### config.mk
export PLATFORM = sky130hd
export DESIGN_NAME = priority_timer_task_selector
export DESIGN_NICKNAME = d
export VERILOG_FILES = /design/src/design/pts_pkg.sv /design/src/design/pts_ctrl.sv /design/src/design/pts_datapath.sv /design/src/design/priority_timer_task_selector.sv
export SDC_FILE = /design/constraint.sdc
export NUM_CORES = 2
export LEC_CHECK = 0
export ABC_AREA = 0
export BUFFER_PORTS_ARGS = -buffer_cell sky130_fd_sc_hd__buf_4
export CORE_MARGIN = 1.5
export CORE_UTILIZATION = 50
export DETAILED_ROUTE_END_ITERATION = 10
export PLACE_DENSITY = 0.74
export SYNTH_ARGS = -nofsm -noshare
export SYNTH_HDL_FRONTEND = slang
export SYNTH_HIERARCHICAL = 1
export SYNTH_SLANG_ARGS = --single-unit
### constraint.sdc
create_clock -name clock -period 18.87 [get_ports clock]
set_clock_uncertainty 0.2 [all_clocks]
set_input_delay 3.774 -clock clock [delete_from_list [all_inputs] [get_ports clock]]
set_output_delay 3.774 -clock clock [all_outputs]
set_load 0.02 [all_outputs]
### src/design/pts_pkg.sv
package pts_pkg;

   // Table geometry.
   localparam int TABLE_DEPTH     = 16;
   localparam int PRIORITY_LEVELS = 4;
   localparam int IDX_W           = $clog2(TABLE_DEPTH);
   localparam int CNT_W           = $clog2(TABLE_DEPTH + 1);

   // Field widths of the request and response transfers.
   localparam int ACTION_W = 2;
   localparam int TIME_W   = 32;
   localparam int DUE_W    = TIME_W + 1;
   localparam int ID_W     = 16;
   localparam int LEVEL_W  = 2;

   // Priority level of plain timer tasks.
   localparam logic [LEVEL_W-1:0] TIMER_LEVEL = '0;

   // Action codes.
   localparam logic [ACTION_W-1:0] ACT_SELECT = 2'd0;
   localparam logic [ACTION_W-1:0] ACT_ADD    = 2'd1;
   localparam logic [ACTION_W-1:0] ACT_CANCEL = 2'd2;
   localparam logic [ACTION_W-1:0] ACT_QUERY  = 2'd3;

   // Commands from the controller to the datapath.
   typedef struct packed {
      logic load_req;
      logic step;
      logic update;
      logic load_rsp;
   } pts_cmd_type;

   // Status from the datapath to the controller.
   typedef struct packed {
      logic skip_scan;
      logic scan_last;
   } pts_stat_type;

endpackage

### src/design/pts_ctrl.sv
module pts_ctrl (
   input  logic                 clock,
   input  logic                 reset,
   input  logic                 req_valid,
   output logic                 req_ready,
   output logic                 rsp_valid,
   input  logic                 rsp_ready,
   input  pts_pkg::pts_stat_type stat,
   output pts_pkg::pts_cmd_type  cmd
);

   localparam logic [1:0] S_IDLE   = 2'd0;
   localparam logic [1:0] S_SCAN   = 2'd1;
   localparam logic [1:0] S_UPDATE = 2'd2;
   localparam logic [1:0] S_DONE   = 2'd3;

   logic [1:0] state_ff;
   logic [1:0] state_in;
   logic       rsp_valid_ff;
   logic       rsp_valid_in;

   always_comb begin
      cmd          = '0;
      state_in     = state_ff;
      rsp_valid_in = rsp_valid_ff && !rsp_ready;
      case (state_ff)
         S_IDLE: begin
            if (req_valid) begin
               cmd.load_req = 1'b1;
               state_in     = S_SCAN;
            end
         end
         S_SCAN: begin
            if (stat.skip_scan) begin
               state_in = S_UPDATE;
            end else begin
               cmd.step = 1'b1;
               if (stat.scan_last) begin
                  state_in = S_UPDATE;
               end
            end
         end
         S_UPDATE: begin
            cmd.update = 1'b1;
            state_in   = S_DONE;
         end
         S_DONE: begin
            // Wait until the output register is free or being emptied.
            if (!rsp_valid_ff || rsp_ready) begin
               cmd.load_rsp = 1'b1;
               rsp_valid_in = 1'b1;
               state_in     = S_IDLE;
            end
         end
         default: begin
            state_in = S_IDLE;
         end
      endcase
   end

   always_ff @(posedge clock) begin
      if (reset) begin
         state_ff     <= S_IDLE;
         rsp_valid_ff <= 1'b0;
      end else begin
         state_ff     <= state_in;
         rsp_valid_ff <= rsp_valid_in;
      end
   end

   assign req_ready = (state_ff == S_IDLE);
   assign rsp_valid = rsp_valid_ff;

endmodule

### src/design/pts_datapath.sv
module pts_datapath (
   input  logic                               clock,
   input  logic                               reset,
   input  logic [pts_pkg::ACTION_W-1:0]       req_action,
   input  logic [pts_pkg::TIME_W-1:0]         req_now_ms,
   input  logic [pts_pkg::ID_W-1:0]           req_task_id,
   input  logic [pts_pkg::LEVEL_W-1:0]        req_task_priority,
   input  logic [pts_pkg::TIME_W-1:0]         req_wait_ms,
   input  logic                               req_repeats,
   input  pts_pkg::pts_cmd_type               cmd,
   output pts_pkg::pts_stat_type              stat,
   output logic                               rsp_found,
   output logic [pts_pkg::ID_W-1:0]           rsp_chosen_id,
   output logic                               rsp_pending,
   output logic                               rsp_status
);

   // Task table, kept in insertion order. Entries at or above the count are
   // never read before they are written.
   logic [pts_pkg::TIME_W-1:0]  start_ff [pts_pkg::TABLE_DEPTH];
   logic [pts_pkg::TIME_W-1:0]  delay_ff [pts_pkg::TABLE_DEPTH];
   logic [pts_pkg::ID_W-1:0]    ident_ff [pts_pkg::TABLE_DEPTH];
   logic [pts_pkg::LEVEL_W-1:0] level_ff [pts_pkg::TABLE_DEPTH];
   logic                        rep_ff   [pts_pkg::TABLE_DEPTH];

   logic [pts_pkg::CNT_W-1:0]   count_ff, count_in;

   // Captured request.
   logic [pts_pkg::ACTION_W-1:0] act_ff, act_in;
   logic [pts_pkg::TIME_W-1:0]   now_ff, now_in;
   logic [pts_pkg::ID_W-1:0]     id_ff, id_in;
   logic [pts_pkg::LEVEL_W-1:0]  prio_ff, prio_in;
   logic [pts_pkg::TIME_W-1:0]   new_delay_ff, new_delay_in;
   logic                         new_rep_ff, new_rep_in;

   // Scan position and search trackers.
   logic [pts_pkg::IDX_W-1:0]    idx_ff, idx_in;
   logic [pts_pkg::LEVEL_W-1:0]  max_level_ff, max_level_in;
   logic [pts_pkg::DUE_W-1:0]    min_due_ff, min_due_in;
   logic                         have_due_ff, have_due_in;
   logic                         have_ff, have_in;
   logic [pts_pkg::IDX_W-1:0]    pick_ff, pick_in;
   logic [pts_pkg::ID_W-1:0]     pick_id_ff, pick_id_in;
   logic                         pick_rep_ff, pick_rep_in;
   logic                         pend_ff, pend_in;
   logic                         status_ff, status_in;

   // Response register.
   logic                         found_ff, found_in;
   logic [pts_pkg::ID_W-1:0]     chosen_ff, chosen_in;
   logic                         pending_ff, pending_in;
   logic                         rstat_ff, rstat_in;

   logic [pts_pkg::TIME_W-1:0]   cur_start;
   logic [pts_pkg::TIME_W-1:0]   cur_delay;
   logic [pts_pkg::ID_W-1:0]     cur_ident;
   logic [pts_pkg::LEVEL_W-1:0]  cur_level;
   logic                         cur_rep;
   logic [pts_pkg::DUE_W-1:0]    cur_due;
   logic                         due_ok;
   logic                         full;
   logic                         tbl_remove;
   logic                         tbl_restart;
   logic                         tbl_append;

   assign cur_start = start_ff[idx_ff];
   assign cur_delay = delay_ff[idx_ff];
   assign cur_ident = ident_ff[idx_ff];
   assign cur_level = level_ff[idx_ff];
   assign cur_rep   = rep_ff[idx_ff];
   assign cur_due   = {1'b0, cur_start} + {1'b0, cur_delay};
   assign due_ok    = (cur_due <= {1'b0, now_ff});

   assign full = (count_ff == pts_pkg::CNT_W'(pts_pkg::TABLE_DEPTH));

   assign stat.skip_scan = (act_ff == pts_pkg::ACT_ADD) || (count_ff == '0);
   assign stat.scan_last =
      ((pts_pkg::CNT_W'(idx_ff) + pts_pkg::CNT_W'(1)) == count_ff);

   assign tbl_remove  = cmd.update && have_ff &&
                        (((act_ff == pts_pkg::ACT_SELECT) && !pick_rep_ff) ||
                         (act_ff == pts_pkg::ACT_CANCEL));
   assign tbl_restart = cmd.update && have_ff && pick_rep_ff &&
                        (act_ff == pts_pkg::ACT_SELECT);
   assign tbl_append  = cmd.update && !full && (act_ff == pts_pkg::ACT_ADD);

   always_comb begin
      act_in       = act_ff;
      now_in       = now_ff;
      id_in        = id_ff;
      prio_in      = prio_ff;
      new_delay_in = new_delay_ff;
      new_rep_in   = new_rep_ff;
      idx_in       = idx_ff;
      max_level_in = max_level_ff;
      min_due_in   = min_due_ff;
      have_due_in  = have_due_ff;
      have_in      = have_ff;
      pick_in      = pick_ff;
      pick_id_in   = pick_id_ff;
      pick_rep_in  = pick_rep_ff;
      pend_in      = pend_ff;
      status_in    = status_ff;
      count_in     = count_ff;

      if (cmd.load_req) begin
         act_in       = req_action;
         now_in       = req_now_ms;
         id_in        = req_task_id;
         // Levels beyond the supported range saturate at the top level.
         if (32'(req_task_priority) >= pts_pkg::PRIORITY_LEVELS) begin
            prio_in = pts_pkg::LEVEL_W'(pts_pkg::PRIORITY_LEVELS - 1);
         end else begin
            prio_in = req_task_priority;
         end
         new_delay_in = req_wait_ms;
         new_rep_in   = req_repeats;
         idx_in       = '0;
         max_level_in = pts_pkg::TIMER_LEVEL;
         min_due_in   = '0;
         have_due_in  = 1'b0;
         have_in      = 1'b0;
         pick_in      = '0;
         pick_id_in   = '0;
         pick_rep_in  = 1'b0;
         pend_in      = 1'b0;
      end else if (cmd.step) begin
         idx_in = idx_ff + pts_pkg::IDX_W'(1);
         case (act_ff)
            pts_pkg::ACT_SELECT: begin
               if (cur_level > max_level_ff) begin
                  max_level_in = cur_level;
                  have_in      = 1'b1;
                  pick_in      = idx_ff;
                  pick_id_in   = cur_ident;
                  pick_rep_in  = cur_rep;
               end else if ((max_level_ff == pts_pkg::TIMER_LEVEL) && due_ok &&
                            (!have_due_ff || (cur_due < min_due_ff))) begin
                  min_due_in  = cur_due;
                  have_due_in = 1'b1;
                  have_in     = 1'b1;
                  pick_in     = idx_ff;
                  pick_id_in  = cur_ident;
                  pick_rep_in = cur_rep;
               end
            end
            pts_pkg::ACT_CANCEL: begin
               if (!have_ff && (cur_ident == id_ff)) begin
                  have_in = 1'b1;
                  pick_in = idx_ff;
               end
            end
            pts_pkg::ACT_QUERY: begin
               if (!cur_rep) begin
                  pend_in = 1'b1;
               end
            end
            default: begin
            end
         endcase
      end

      if (cmd.update) begin
         status_in = full && (act_ff == pts_pkg::ACT_ADD);
         if (tbl_remove) begin
            count_in = count_ff - pts_pkg::CNT_W'(1);
         end else if (tbl_append) begin
            count_in = count_ff + pts_pkg::CNT_W'(1);
         end
      end
   end

   always_comb begin
      found_in   = found_ff;
      chosen_in  = chosen_ff;
      pending_in = pending_ff;
      rstat_in   = rstat_ff;
      if (cmd.load_rsp) begin
         found_in   = have_ff && ((act_ff == pts_pkg::ACT_SELECT) ||
                                  (act_ff == pts_pkg::ACT_CANCEL));
         chosen_in  = (have_ff && (act_ff == pts_pkg::ACT_SELECT)) ? pick_id_ff : '0;
         pending_in = pend_ff && (act_ff == pts_pkg::ACT_QUERY);
         rstat_in   = status_ff;
      end
   end

   always_ff @(posedge clock) begin
      if (reset) begin
         count_ff <= '0;
      end else begin
         count_ff <= count_in;
      end
   end

   always_ff @(posedge clock) begin
      act_ff       <= act_in;
      now_ff       <= now_in;
      id_ff        <= id_in;
      prio_ff      <= prio_in;
      new_delay_ff <= new_delay_in;
      new_rep_ff   <= new_rep_in;
      idx_ff       <= idx_in;
      max_level_ff <= max_level_in;
      min_due_ff   <= min_due_in;
      have_due_ff  <= have_due_in;
      have_ff      <= have_in;
      pick_ff      <= pick_in;
      pick_id_ff   <= pick_id_in;
      pick_rep_ff  <= pick_rep_in;
      pend_ff      <= pend_in;
      status_ff    <= status_in;
      found_ff     <= found_in;
      chosen_ff    <= chosen_in;
      pending_ff   <= pending_in;
      rstat_ff     <= rstat_in;
   end

   // Table writes: removal closes the gap by moving later entries up one place.
   always_ff @(posedge clock) begin
      if (tbl_remove) begin
         for (int k = 0; k < pts_pkg::TABLE_DEPTH - 1; k++) begin
            if (k >= int'(pick_ff)) begin
               start_ff[k] <= start_ff[k+1];
               delay_ff[k] <= delay_ff[k+1];
               ident_ff[k] <= ident_ff[k+1];
               level_ff[k] <= level_ff[k+1];
               rep_ff[k]   <= rep_ff[k+1];
            end
         end
      end
      if (tbl_restart) begin
         start_ff[pick_ff] <= now_ff;
      end
      if (tbl_append) begin
         start_ff[count_ff[pts_pkg::IDX_W-1:0]] <= now_ff;
         delay_ff[count_ff[pts_pkg::IDX_W-1:0]] <= new_delay_ff;
         ident_ff[count_ff[pts_pkg::IDX_W-1:0]] <= id_ff;
         level_ff[count_ff[pts_pkg::IDX_W-1:0]] <= prio_ff;
         rep_ff[count_ff[pts_pkg::IDX_W-1:0]]   <= new_rep_ff;
      end
   end

   assign rsp_found     = found_ff;
   assign rsp_chosen_id = chosen_ff;
   assign rsp_pending   = pending_ff;
   assign rsp_status    = rstat_ff;

endmodule

### src/design/priority_timer_task_selector.sv
// Channel  Dir  Handshake            Fields
// req_     in   req_valid/req_ready  action, now_ms, task_id, task_priority, wait_ms, repeats
// rsp_     out  rsp_valid/rsp_ready  found, chosen_id, pending, status
//
// One request is worked on at a time; an add skips the table scan.
// Select, cancel and query scan the N tasks in the table (at most 16)
// one entry per cycle. On an empty table the scan is skipped, as for
// an add.
// Reset is synchronous and active high; it empties the table and drops rsp_valid.
// A response waits in the output register while rsp_ready is low; the next
// request is still taken and worked on, and its result is held until the
// output register is free.
module priority_timer_task_selector (
   input  logic                         clock,
   input  logic                         reset,
   input  logic                         req_valid,
   output logic                         req_ready,
   input  logic [pts_pkg::ACTION_W-1:0] req_action,
   input  logic [pts_pkg::TIME_W-1:0]   req_now_ms,
   input  logic [pts_pkg::ID_W-1:0]     req_task_id,
   input  logic [pts_pkg::LEVEL_W-1:0]  req_task_priority,
   input  logic [pts_pkg::TIME_W-1:0]   req_wait_ms,
   input  logic                         req_repeats,
   output logic                         rsp_valid,
   input  logic                         rsp_ready,
   output logic                         rsp_found,
   output logic [pts_pkg::ID_W-1:0]     rsp_chosen_id,
   output logic                         rsp_pending,
   output logic                         rsp_status
);

   // The controller sequences each request: capture, scan the table one
   // entry per cycle (skipped for an add or an empty table), apply the table
   // update, then hand the result to the output register.
   pts_pkg::pts_cmd_type  cmd;
   pts_pkg::pts_stat_type stat;

   pts_ctrl u_ctrl (
      .clock     (clock),
      .reset     (reset),
      .req_valid (req_valid),
      .req_ready (req_ready),
      .rsp_valid (rsp_valid),
      .rsp_ready (rsp_ready),
      .stat      (stat),
      .cmd       (cmd)
   );

   // The datapath holds the task table in insertion order and the search
   // trackers. A select keeps the first entry of the highest level above
   // timer level, or else the oldest entry with the earliest due time that
   // has already passed. Removing an entry moves every later entry up one
   // place.
   pts_datapath u_datapath (
      .clock             (clock),
      .reset             (reset),
      .req_action        (req_action),
      .req_now_ms        (req_now_ms),
      .req_task_id       (req_task_id),
      .req_task_priority (req_task_priority),
      .req_wait_ms       (req_wait_ms),
      .req_repeats       (req_repeats),
      .cmd               (cmd),
      .stat              (stat),
      .rsp_found         (rsp_found),
      .rsp_chosen_id     (rsp_chosen_id),
      .rsp_pending       (rsp_pending),
      .rsp_status        (rsp_status)
   );

endmodule

# Yosys cells after proc, flatten, opt, wreduce, memory -nomap -nowiden
# Memory sizes are Yosys's and may differ from the RTL's. A register that Yosys moved wholly into a read port is not among the register bits.
# Cells that the tools add are included.
[word_totals]
reg_bits = 176
mem_bits_rw = 1328
input_bits = 89
output_inout_bits = 21
wordCells = 218
mem_count = 5
[mem_list]
columns = ["name", "words", "word_bits", "rd", "rd_ports_with_merged_regs", "write_ports", "line_no", "rtl"]
rows = [
  ["u_datapath.delay_ff", 16, 32, 16, 1, 15, "pts_datapath.sv:21", "logic [pts_pkg::TIME_W-1:0] delay_ff [pts_pkg::TABLE_DEPTH];"],
  ["u_datapath.start_ff", 16, 32, 16, 1, 15, "pts_datapath.sv:20", "logic [pts_pkg::TIME_W-1:0] start_ff [pts_pkg::TABLE_DEPTH];"],
  ["u_datapath.ident_ff", 16, 16, 16, 1, 15, "pts_datapath.sv:22", "logic [pts_pkg::ID_W-1:0] ident_ff [pts_pkg::TABLE_DEPTH];"],
  ["u_datapath.level_ff", 16, 2, 16, 1, 15, "pts_datapath.sv:23", "logic [pts_pkg::LEVEL_W-1:0] level_ff [pts_pkg::TABLE_DEPTH];"],
  ["u_datapath.rep_ff", 16, 1, 16, 1, 15, "pts_datapath.sv:24", "logic rep_ff [pts_pkg::TABLE_DEPTH];"],
]
[classes]
add_sub_neg = 5
n_lt_le_gt_ge = 18
n_eq_ne = 14
n_mux = 105
bitwise_logic = 2
n_reduce_logical = 46
[op_table]
columns = ["op", "count"]
rows = [
  ["$mux 32", 3],
  ["$reduce_or 32->1", 3],
  ["$mux 4", 19],
  ["$mux 1", 70],
  ["$mux 16", 3],
  ["$add 32x32->33", 1],
  ["$le 33x32->1", 1],
  ["$lt 33x33->1", 1],
  ["$ge 4x4->1 const A", 7],
  ["$eq 16x16->1", 1],
  ["$ge 3x4->1 const A", 4],
  ["$reduce_or 16->1", 1],
  ["$logic_and 1x1->1", 15],
  ["$reduce_and 3->1", 4],
  ["$mux 2", 5],
  ["$mux 5", 2],
  ["$eq 2x2->1 const B", 4],
  ["$ge 1x4->1 const A", 2],
  ["$ge 2x4->1 const A", 2],
  ["$pmux 2 s4", 1],
  ["$pmux 4 s2", 1],
  ["$reduce_and 4->1", 2],
  ["$logic_not 1->1", 6],
  ["$logic_not 2->1", 3],
  ["20 further kinds", 29],
]

# Depth between registers and ports, before layout
[depth]
depth_word = 10
mapped_depth = 28

# Cells and area by module
# The synthesis kept the hierarchy.
[by_module_without_submodules]
columns = ["mod", "n_inst", "cells_each", "area_each_um2", "seq_area_each_um2"]
rows = [
  ["pts_datapath", 1, 4614, 74616.6, 44472.7],
  ["pts_ctrl", 1, 23, 220.2, 60.1],
]

# Least setup slack after synthesis
# No wires, ideal clock.
[synth_path]
path_type = "register to register"
startpoint = "register (tool-made name)"
endpoint = "register u_datapath/pick_id_ff[6] in the netlist's numbering"
setup_ns = 0.128
t_arrival_ns = 6.764
t_required_ns = 18.542
path_slack_ns = 11.778
path_stages_with_launch = 29
n_path_buf = 7
path_cell_list = "dfxtp_1 buf_2 buf_2 buf_2 buf_2 buf_1 mux4_2 mux4_2 ha_1 fa_1 a211oi_1 o21ai_0 or4b_1 nand2_1 a31oi_1 o21ai_0 xor2_1 ha_1 nand4_1 or4_1 nor2_1 nor4bb_1 a221oi_1 nand3b_4 o31ai_2 buf_6 buf_12 mux2i_1 nor2_1"
[synth_rtl]
columns = ["item", "line_no", "rtl"]
rows = [
  ["to (signal assigned)", "pts_datapath.sv:208", "pick_id_ff <= pick_id_in;"],
  ["to (decl)", "pts_datapath.sv:43", "logic [pts_pkg::ID_W-1:0] pick_id_ff, pick_id_in;"],
]

==> run metrics <==
io pins=110; CTS sink cnt=roughly 1.5k; Worst Setup Start Kind=flip-flop; R2R cell count=24; synthesized-area fraction occupied by adder cells=0.0183; Detailed Route WL=roughly 210 mm; number of synthesized flops with an enable pin=1433; # setup viols final=0; Iteration-0 DRC Markers=~5.6k; area share of and/or/nand/nor cells after synthesis=0.0321; count of final max-slew check failures=0; Die ar.=roughly 150000 µm²; nets@finish=a little under 5k; post_cts resized=0; Vias/cell=approximately 6.6; Synth-to-Final Area Change=10.6%; Setup CP Type=reg -> reg; Die Span Y=approximately 390 µm; Port Buffer Count=between 100 and 150; most common cell in the netlist=edfxtp_1; post-synthesis cell count=~4.6k; proportion of synthesized area in mux cells=0.289; Unique masters post-synth=75; sequential share of the synthesized area=0.595; largest area contributor in the netlist=edfxtp_1; Die Width=about 390 µm; Max Cap Viol=0; RSZ-0062 raised after global routing=false; maximum vdd drop=0.107 mV; Post-Syn Area=74800 µm²; Setup WS pre-CTS=around 10 ns; final-report hold violation count=0; Power Dens Cells=93.6 nW/µm²; vias=about 44k; min-delay worst type=reg -> reg; largest net degree at the start of global routing=around 120; Max Clk Rate=roughly 0.11 GHz; proportion of layout cells with a drive suffix above 1=0.411; fillers=around 11k; Main synth FF type=edfxtp_1; CP endpoint kind=flip-flop; post-synthesis compound-gate area fraction=0.0348; Async S/R FF share, synth=0; vias in the first global route=about 45k; status=completed; first-pass GRT wire length=305 mm; Worst R2R Setup Slack=9.78 ns; CTS tree=done; Synth top area share=0.575; syn nets=around 4.8k; clock slew at reported path FFs=approximately 0.060 ns; core area=approximately 150000 µm²; Clock Tree Root=clkbuf_16; Fin Setup TNS=0 ns; Hold Buf Count CTS=0; # H-tree levels=4; top cells by area, synth=edfxtp_1, mux2_2, mux4_2; remaining antenna violation count after routing=0; Final Util=0.558; #FFs+latches synth=approximately 1.5k; Congestion Overflow GR=0; Mapped Avg Cell Area=between 15 and 20 µm²; post-route cell area=82800 µm²; setup ws final=roughly 10 ns; Clock Latency Late Sink=slightly above 0.8 ns; Final period util=0.482; Initial Util=0.505; antenna violations before repair=5; clock tree buffer depth=3; WHS Path Cells=2; HPWL after DPL=about 110 mm; Post-synth top cells=edfxtp_1, mux2_2, mux4_2; largest family of logic cells by synthesized area=multiplexers; Slew @ Worst Pin=1.28 ns; min Tclk post-route=~9 ns; Post-CTS Setup Inserts=0; critical path fanouts, max=100; number of remaining DRC errors=0; normalized max-slew margin=0.146; hold_sp=u_datapath/min_due_ff[32]; all-layer global routing usage=0.274; Routed WL per cell=31.1 µm; GP Congestion=0.936; worst path required time=between 15 and 20 ns; DP Area=77800 µm²; CTS buffer count=155; Pre-Repair DR Iteration Count=6; WP data arrival=about 9.5 ns; Syn. warnings=6; Leakage Power=between 20 and 30 nW; Synth Area in XOR/XNOR=0.00679; hold path endpoint=u_datapath/min_due_ff[32]; R2R Path End=u_datapath/min_due_ff[20]; # rows=around 140; worst hold slack=0.281 ns
[cells in the final DEF, fill, tap and decap left out, drive strengths merged, types with 6 or more instances in the layout]
master,count
inv,95
nand4,22
nor2,126
mux2i,87
mux4,387
o31ai,6
buf,200
clkbuf,192
nand2b,25
nand2,250
nor3,21
a21o,38
a22oi,12
xor2,24
a31oi,7
ha,106
nor4,6
o21ai,264
edfxtp,1433
a211oi,13
and3,8
clkinv,66
nand3,13
dfxtp,75
bufinv,10
o21bai,8
a21oi,56
mux2,1067
xnor2,34
and2,21
nor2b,15
[through the flow]
step	total power, W	std cells
after floorplan	0.00446	4637
after global placement	0.00477	6408
after detailed placement	0.00478	6408
after CTS	0.00778	6689
after global routing	0.00800	6689
final	0.00775	6690
[kinds of logic (layout without fill, tap and decap cells)]
kind of cell	Yosys count	after routing
xor gates and xnor gates	58	58
other	0	1
AOI/OAI and AO/OA	447	447
buffers and inverters	445	567
muxes	1541	1541
adders and majority gates	108	108
and+or+nand+nor	530	530
DFF	1508	1508
[area by class of cell]
| cell class | instances | area [µm²] | area share |
|---|---|---|---|
| inverter | 86 | 328 | 0.00396 |
| tap | 1930 | 2410 | 0.0292 |
| clock buffer | 192 | 4140 | 0.0500 |
| timing repair buffer | 200 | 1540 | 0.0186 |
| antenna | 1 | 2.50 | 0.0000302 |
| multi-input combinational | 2684 | 29000 | 0.351 |
| clock inverter | 89 | 777 | 0.00939 |
| sequential | 1508 | 44500 | 0.538 |
[metal layers]
layer | vias up | share of wire | routed length [µm] | GRT usage
li1 | 18300 | - | - | -
met2 | 2488 | 0.46 | 95700 | 0.423
met5 | - | 0.00012 | 26 | 0
met3 | 433 | 0.10 | 21700 | 0.0589
met4 | 4 | 0.032 | 6750 | 0.0875
met1 | 23100 | 0.40 | 84100 | 0.391
[critical path: stages, from the launching register on]
cell and delay, ns:
dfxtp_4 0.72, buf_12 0.72, buf_4 0.84, mux4_2 0.59, mux4_2 0.47, ha_1 0.26, fa_1 0.49, a211oi_1 0.41
o21ai_0 0.13, or4b_1 0.29, nand2_1 0.15, a31oi_1 0.51, o21bai_1 0.15, xor2_1 0.27, ha_1 0.30, a21oi_1 0.17
nor2_1 0.06, a211oi_1 0.29, o21ai_0 0.12, a221oi_1 0.47, nand3b_4 0.16, nor4_4 0.14, buf_4 0.55, mux2i_1 0.25
nor2_1 0.06
[sequential cells by signal, summed over array words and instances (netlist names), 2 cells and up, named ones only]
| register | count |
|---|---|
| u_datapath/delay_ff | 512 |
| u_datapath/start_ff | 512 |
| u_datapath/ident_ff | 256 |
| u_datapath/min_due_ff | 33 |
| u_datapath/level_ff | 32 |
| u_datapath/new_delay_ff | 32 |
| u_datapath/now_ff | 32 |
| u_datapath/id_ff | 16 |
| u_datapath/pick_id_ff | 16 |
| u_datapath/rep_ff | 16 |
| u_datapath/rsp_chosen_id | 16 |
| u_datapath/count_ff | 5 |
| u_datapath/idx_ff | 4 |
| u_datapath/pick_ff | 4 |
| u_ctrl/state_ff | 2 |
| u_datapath/act_ff | 2 |
| u_datapath/max_level_ff | 2 |
| u_datapath/prio_ff | 2 |
[power breakdown]
| group | internal, W | total, W | switching, W |
|---|---|---|---|
| Combinational | 0.000318 | 0.000809 | 0.000491 |
| Sequential | 0.00373 | 0.00391 | 0.000185 |
| Clock | 0.00170 | 0.00302 | 0.00133 |
| Total | 0.00574 | 0.00775 | 0.00200 |
[how the worst max path moves through the flow]
stage | from | to | depth (start not counted)
after detailed placement | flip-flop | u_datapath/min_due_ff[27] | 24
final | flip-flop | u_datapath/min_due_ff[20] | 24
after global routing | flip-flop | u_datapath/min_due_ff[11] | 24
after global placement | flip-flop | u_datapath/min_due_ff[17] | 24
after CTS | flip-flop | u_datapath/min_due_ff[27] | 24
after floorplan | flip-flop | u_datapath/pick_id_ff[6] | 28
Note: power is estimated with default switching activity, not from simulation.
